$ cat config.mk
export PLATFORM = sky130hd
export DESIGN_NAME = bjcc_ctrl
export DESIGN_NICKNAME = d
export VERILOG_FILES = /design/src/rtl/bjcc_pkg.sv /design/src/rtl/bjcc_ctrl.sv
export SDC_FILE = /design/constraint.sdc
export NUM_CORES = 1
export LEC_CHECK = 0
export ABC_CLOCK_PERIOD_IN_PS = 3000
export BUFFER_PORTS_ARGS = -buffer_cell sky130_fd_sc_hd__buf_2
export CORE_AREA = 2 2 39 41
export CTS_CLUSTER_SIZE = 12
export DETAILED_ROUTE_END_ITERATION = 6
export DIE_AREA = 0 0 41 43
export GPL_ROUTABILITY_DRIVEN = 0
export PLACE_DENSITY = 0.55
export REMOVE_ABC_BUFFERS = 1
export SYNTH_ARGS = -nofsm -noshare
export SYNTH_HDL_FRONTEND = slang
export SYNTH_SLANG_ARGS = --single-unit
$ cat constraint.sdc
create_clock -name i_clk -period 3 [get_ports i_clk]
set_clock_uncertainty 0.15 [all_clocks]
set_input_delay 0 -clock i_clk [delete_from_list [all_inputs] [get_ports i_clk]]
set_output_delay 0 -clock i_clk [all_outputs]
set_load 0.01 [all_outputs]
$ cat src/rtl/bjcc_pkg.sv
// Shared types and constants for the blocked jump-chain hop counter.
`timescale 1ns / 1ps
`default_nettype none

package bjcc_pkg;

    localparam int POS_W  = 10;
    localparam int JUMP_W = 11;
    localparam int SIZE_W = 11;
    localparam int CNT_W  = 11;

    localparam int SIZE_DEFAULT = 1024;

    localparam logic MODE_QUERY = 1'b0;
    localparam logic MODE_SET   = 1'b1;

    typedef struct packed {
        logic load;
        logic set_q;
        logic set_b;
        logic set_c;
        logic rb_issue;
        logic q_start;
        logic walk;
    } t_cmd;

    typedef struct packed {
        logic set_ok;
        logic rb_empty;
        logic rb_last;
        logic rb_pending;
        logic q_live;
        logic walk_more;
    } t_sts;

endpackage

`default_nettype wire

$ cat src/rtl/bjcc_ctrl.sv
// Sequencing state machine for set rebuilds and query walks.
`timescale 1ns / 1ps
`default_nettype none

module bjcc_ctrl (
    input  wire logic          i_clk,
    input  wire logic          i_rst_n,
    input  wire logic          i_start,
    input  wire logic          i_mode,
    input  wire bjcc_pkg::t_sts i_sts,
    output bjcc_pkg::t_cmd     o_cmd,
    output logic               o_busy,
    output logic               o_strobe
);

    localparam logic [3:0] ST_IDLE    = 4'd0;
    localparam logic [3:0] ST_SET_Q   = 4'd1;
    localparam logic [3:0] ST_SET_B   = 4'd2;
    localparam logic [3:0] ST_SET_C   = 4'd3;
    localparam logic [3:0] ST_REBUILD = 4'd4;
    localparam logic [3:0] ST_DRAIN   = 4'd5;
    localparam logic [3:0] ST_Q_START = 4'd6;
    localparam logic [3:0] ST_WALK    = 4'd7;
    localparam logic [3:0] ST_DONE    = 4'd8;

    logic [3:0] r_state;
    logic [3:0] n_state;
    logic       w_accept;

    assign w_accept = i_start && (r_state == ST_IDLE);
    assign o_busy   = (r_state != ST_IDLE);
    assign o_strobe = (r_state == ST_DONE);

    always_comb begin
        n_state = r_state;
        o_cmd   = '0;
        unique case (r_state)
            ST_IDLE: begin
                o_cmd.load = w_accept;
                if (w_accept) begin
                    n_state = (i_mode == bjcc_pkg::MODE_SET) ? ST_SET_Q : ST_Q_START;
                end
            end
            ST_SET_Q: begin
                o_cmd.set_q = 1'b1;
                n_state = i_sts.set_ok ? ST_SET_B : ST_IDLE;
            end
            ST_SET_B: begin
                o_cmd.set_b = 1'b1;
                n_state = ST_SET_C;
            end
            ST_SET_C: begin
                o_cmd.set_c = 1'b1;
                n_state = i_sts.rb_empty ? ST_IDLE : ST_REBUILD;
            end
            ST_REBUILD: begin
                o_cmd.rb_issue = 1'b1;
                if (i_sts.rb_last) begin
                    n_state = ST_DRAIN;
                end
            end
            ST_DRAIN: begin
                // The final write-back lands on the edge that leaves this state.
                if (!i_sts.rb_pending) begin
                    n_state = ST_IDLE;
                end
            end
            ST_Q_START: begin
                o_cmd.q_start = 1'b1;
                n_state = i_sts.q_live ? ST_WALK : ST_DONE;
            end
            ST_WALK: begin
                o_cmd.walk = 1'b1;
                if (!i_sts.walk_more) begin
                    n_state = ST_DONE;
                end
            end
            ST_DONE: begin
                n_state = ST_IDLE;
            end
            default: begin
                n_state = ST_IDLE;
            end
        endcase
    end

    always_ff @(posedge i_clk) begin
        if (!i_rst_n) begin
            r_state <= ST_IDLE;
        end else begin
            r_state <= n_state;
        end
    end

endmodule

`default_nettype wire

==> impl.org <==
** GRT
- In the global route stage, overall resource usage came out at 0.1266.
- The number of antenna violations at the first check in global routing came to 0.
- Entering global routing, the biggest net connects 16 pins.
- The number of global-route vias before repair came to 359.
- Grt ovf :: 0
- Wire length of the first global-routing pass :: approximately 1500 um

** Worst setup path
- STA classifies the critical path endpoint as a flip-flop.
- Slack of the worst reg-to-reg path :: 0.68 ns
- Startpoint types :: flip-flop
- Capturing point of the worst reg2reg path :: r_state[1]
- Critical path class :: flip-flop to flip-flop
- On the worst path, the slowest cell contributes a delay of 0.54 ns.
- Worst Reg-to-Reg Cells :: 5
- Worst reg2reg startpoint :: r_state[1]
- The signal on the critical path passes through mux2_4, a32o_2, nor4b_4, a32o_1, dlygate4sd3_1.
- Arrival @ worst endpoint :: 2.35 ns
- For the worst setup path, the data required time is between 3 and 4 ns.
- Top fanout value on the critical path :: 13
- Critical Path Slowest Stage Cell :: sky130_fd_sc_hd__dlygate4sd3_1

** Run status
- Run status :: complete, no violations

** Detailed routing
- Dividing the detail-routed wire length by the instance count gives about 11 um.
- Iteration count of the initial detailed-routing pass :: 4
- DR iter-0 viols :: 7
- Via Count :: around 440
- The final layout contains routed wiring with a total length of 987 um.
- The detail route stage leaves a number of antenna-violating nets equal to 0.
- Remaining DRCs :: 0
- Via/cell ratio :: between 4 and 5

** Synthesis
- Of the synthesized area, sequential elements account for 0.2098.
- Synthesis inferred 4 register bits.
- Post-synth EDFFs :: 0
- By area the synthesized netlist is led by sky130_fd_sc_hd__dfxtp_1, sky130_fd_sc_hd__nor3_1, sky130_fd_sc_hd__nor4b_4, sky130_fd_sc_hd__a32o_1, sky130_fd_sc_hd__and3_1.
- Top FF cell, synth :: sky130_fd_sc_hd__dfxtp_1
- Library cell occupying the most area in the post-synthesis netlist :: sky130_fd_sc_hd__dfxtp_1
- Ranking of synthesized cells by instance count :: sky130_fd_sc_hd__nand2_1, sky130_fd_sc_hd__nor2_1, sky130_fd_sc_hd__nor3_1
- The average instance in the mapped netlist occupies between 7 and 8 um2.
- Cell area after technology mapping :: 381.6 um2
- During synthesis, Yosys emitted a total of 0 warnings.
- Synthesis produced a netlist whose cell count is 51.
- Area share of the largest cell type after synthesis :: 0.2098
- Counting distinct cell types in the post-synthesis netlist gives 27.
- After synthesis, the share of flip-flops with an asynchronous set or reset is 0.

** Finish
- Net total in the final layout :: 84
- Fraction of final layout cells with drive strength greater than 1 :: 0.3333
- Combined flip-flop and latch cell area :: between 80 and 90 um2
- The repair_antennas step left the layout with diodes totalling 0.
- Layout-stage area growth over the synthesis result :: 40.33%
- Area used by multi-input combinational logic :: 275.3 um2
- Flip-flop count of the largest register after layout :: 4
- Fill cells in the final layout number 152.
- Biggest registers after layout :: r_state x4
- The register with the most flip-flops in the final layout is r_state.

** Pwr
- Worst VDD drop :: 310.2 uV
- Leakage Power :: roughly 0.26 nW
- PwrDens :: 871.4 nW/um2

** Clocking
- Clock tree synthesis found a total of 4 sinks.
- For the worst-skew pair, the clock arrives at the later sink with an insertion delay of approximately 0.23 ns.
- TritonCTS built the clock tree.
- Counting along the longest clock path gives a buffer depth of 2.
- CTS clk-pin slew, worst paths :: about 0.04 ns
- In this run the number of H-tree levels came out at 1.
- The number of clock buffers added by TritonCTS is 3.
- In this run the clock root is driven by a sky130_fd_sc_hd__clkbuf_4.

** STA
- Timing would allow up to around 430 MHz.
- The count of pins over their slew limit was 0.
- Setup slack on the critical path of the routed design comes to just under 0.7 ns.
- Number of setup violations in the final report :: 0
- Number of hold-slack violations in the final timing report :: 0
- Dividing the final minimum period by the clock period gives 0.7744.
- Final period demand of the worst path :: approximately 2.3 ns
- Worst slew pin tran :: a little under 0.5 ns
- In the final timing run, aggregate negative setup slack is 0 ns.
- Headroom to the max-slew limit came out at 0.6725.
- Unrepaired setup endpoints after global routing :: false

** Die
- Starting density of the core :: 0.2758
- The die is 41 um wide.
- The floorplan step defined a core boundary enclosing between 1000 and 1500 um2.
- The floorplan has 14 rows.
- Count of pins on the block boundary :: 19
- The die is 43 um tall.
- The floorplan step defined a die boundary enclosing 1763 um2.

** Place
- Buffers placed on the I/O ports in this run total 18.
- Timing analysis after detailed placement gives a worst setup slack of approximately 1.2 ns.
- Detailed placement finished with a half-perimeter wire length of between 700 and 800 um.

** Hold path
- WHS Path Cells :: 3
- The path class of the tightest hold or removal check is input pin to flip-flop.
- For hold timing, the worst endpoint is r_state[0].
- Hold path startpoint :: i_mode

** Job
- Maxcap violations :: 0
[through the flow]
| stage | power [mW] | instances | hold slack [ns] | util | cell area, um2 |
|---|---|---|---|---|---|
| after floorplan | 0.3074 | 47 | 0.004120 | - | 362.8 |
| after global placement | 0.3922 | 81 | 0.1122 | 0.3418 | 473.0 |
| after detailed placement | 0.3924 | 81 | 0.1196 | 0.3418 | 473.0 |
| final | 0.4666 | 88 | 0.04274 | 0.3870 | 535.5 |
| after global routing | 0.5146 | 88 | 0.06336 | 0.3870 | 535.5 |
| after CTS | 0.4734 | 88 | 0.03615 | 0.3870 | 535.5 |
[kinds of logic after synthesis]
| family | Yosys count | share of synthesized area |
|---|---|---|
| DFF | 4 | 0.2098 |
| buffers and inverters | 6 | 0.06884 |
| and+or+nand+nor | 28 | 0.4459 |
| AOI/OAI and AO/OA | 11 | 0.2098 |
| muxes | 2 | 0.06556 |
[area by class of cell]
cell class | instances | area share
clock buffers | 3 | 0.04206
inverters | 2 | 0.01402
multi-input cells | 41 | 0.5140
flip-flops and latches | 4 | 0.1495
well taps | 16 | 0.03738
repair buffers | 22 | 0.2430
[critical path, delay by kind of cell, from the launching register on]
family | cells | cell delay, ns
mux | 1 | 0.34
simple gates | 1 | 0.26
compound gates | 2 | 0.45
flops | 1 | 0.53
buf+inv | 1 | 0.54
[what timing repair did]
action	CTS	global route
resized for setup	0	0
endpoints found under the hold margin	4	0
hold buffers	4	0
setup buffers	0	0
[cells in the final DEF (no fill, tap or decap)]
master,count
sky130_fd_sc_hd__buf_2,18
sky130_fd_sc_hd__nor2_1,5
sky130_fd_sc_hd__nor3_1,5
sky130_fd_sc_hd__nand2_1,5
sky130_fd_sc_hd__dlygate4sd3_1,4
sky130_fd_sc_hd__dfxtp_1,4
sky130_fd_sc_hd__and3_1,3
sky130_fd_sc_hd__clkbuf_4,3
sky130_fd_sc_hd__nand2b_1,2
sky130_fd_sc_hd__inv_1,2
sky130_fd_sc_hd__o21ai_1,2
sky130_fd_sc_hd__a32o_1,2
sky130_fd_sc_hd__a21oi_1,2
sky130_fd_sc_hd__and2b_1,1
sky130_fd_sc_hd__and2_1,1
sky130_fd_sc_hd__nor4b_1,1
sky130_fd_sc_hd__nor2b_1,1
sky130_fd_sc_hd__mux2_4,1
sky130_fd_sc_hd__mux2i_1,1
sky130_fd_sc_hd__a32o_2,1
sky130_fd_sc_hd__nor4b_4,1
sky130_fd_sc_hd__a21boi_0,1
sky130_fd_sc_hd__o31ai_1,1
sky130_fd_sc_hd__nand4b_1,1
sky130_fd_sc_hd__nand3_1,1
sky130_fd_sc_hd__o32ai_1,1
sky130_fd_sc_hd__nor4bb_1,1
sky130_fd_sc_hd__o21ai_0,1
[where the power goes]
part           total [mW]  internal, mW  switching, mW
Sequential          0.133        0.0724         0.0610
Clock              0.0654        0.0447         0.0208
Combinational       0.268         0.137          0.131
[how the worst max path moves through the flow]
stage               slack, ns         end        from
detailed placement       1.19  r_state[3]  r_state[1]
global route             0.55  r_state[1]  r_state[1]
CTS                      0.67  r_state[1]  r_state[1]
global placement         1.21  r_state[3]  r_state[1]
floorplan                1.30  r_state[3]  r_state[1]
finish                   0.68  r_state[1]  r_state[1]
[routing by layer]
metal	global-route usage	vias up	wire length, um
li1	-	232	-
met1	0.1581	189	471
met2	0.1750	16	435
met3	0.04712	0	80
met4	0.08000	0	0
met5	0	-	0
Note: power is estimated with default switching activity, not from simulation.
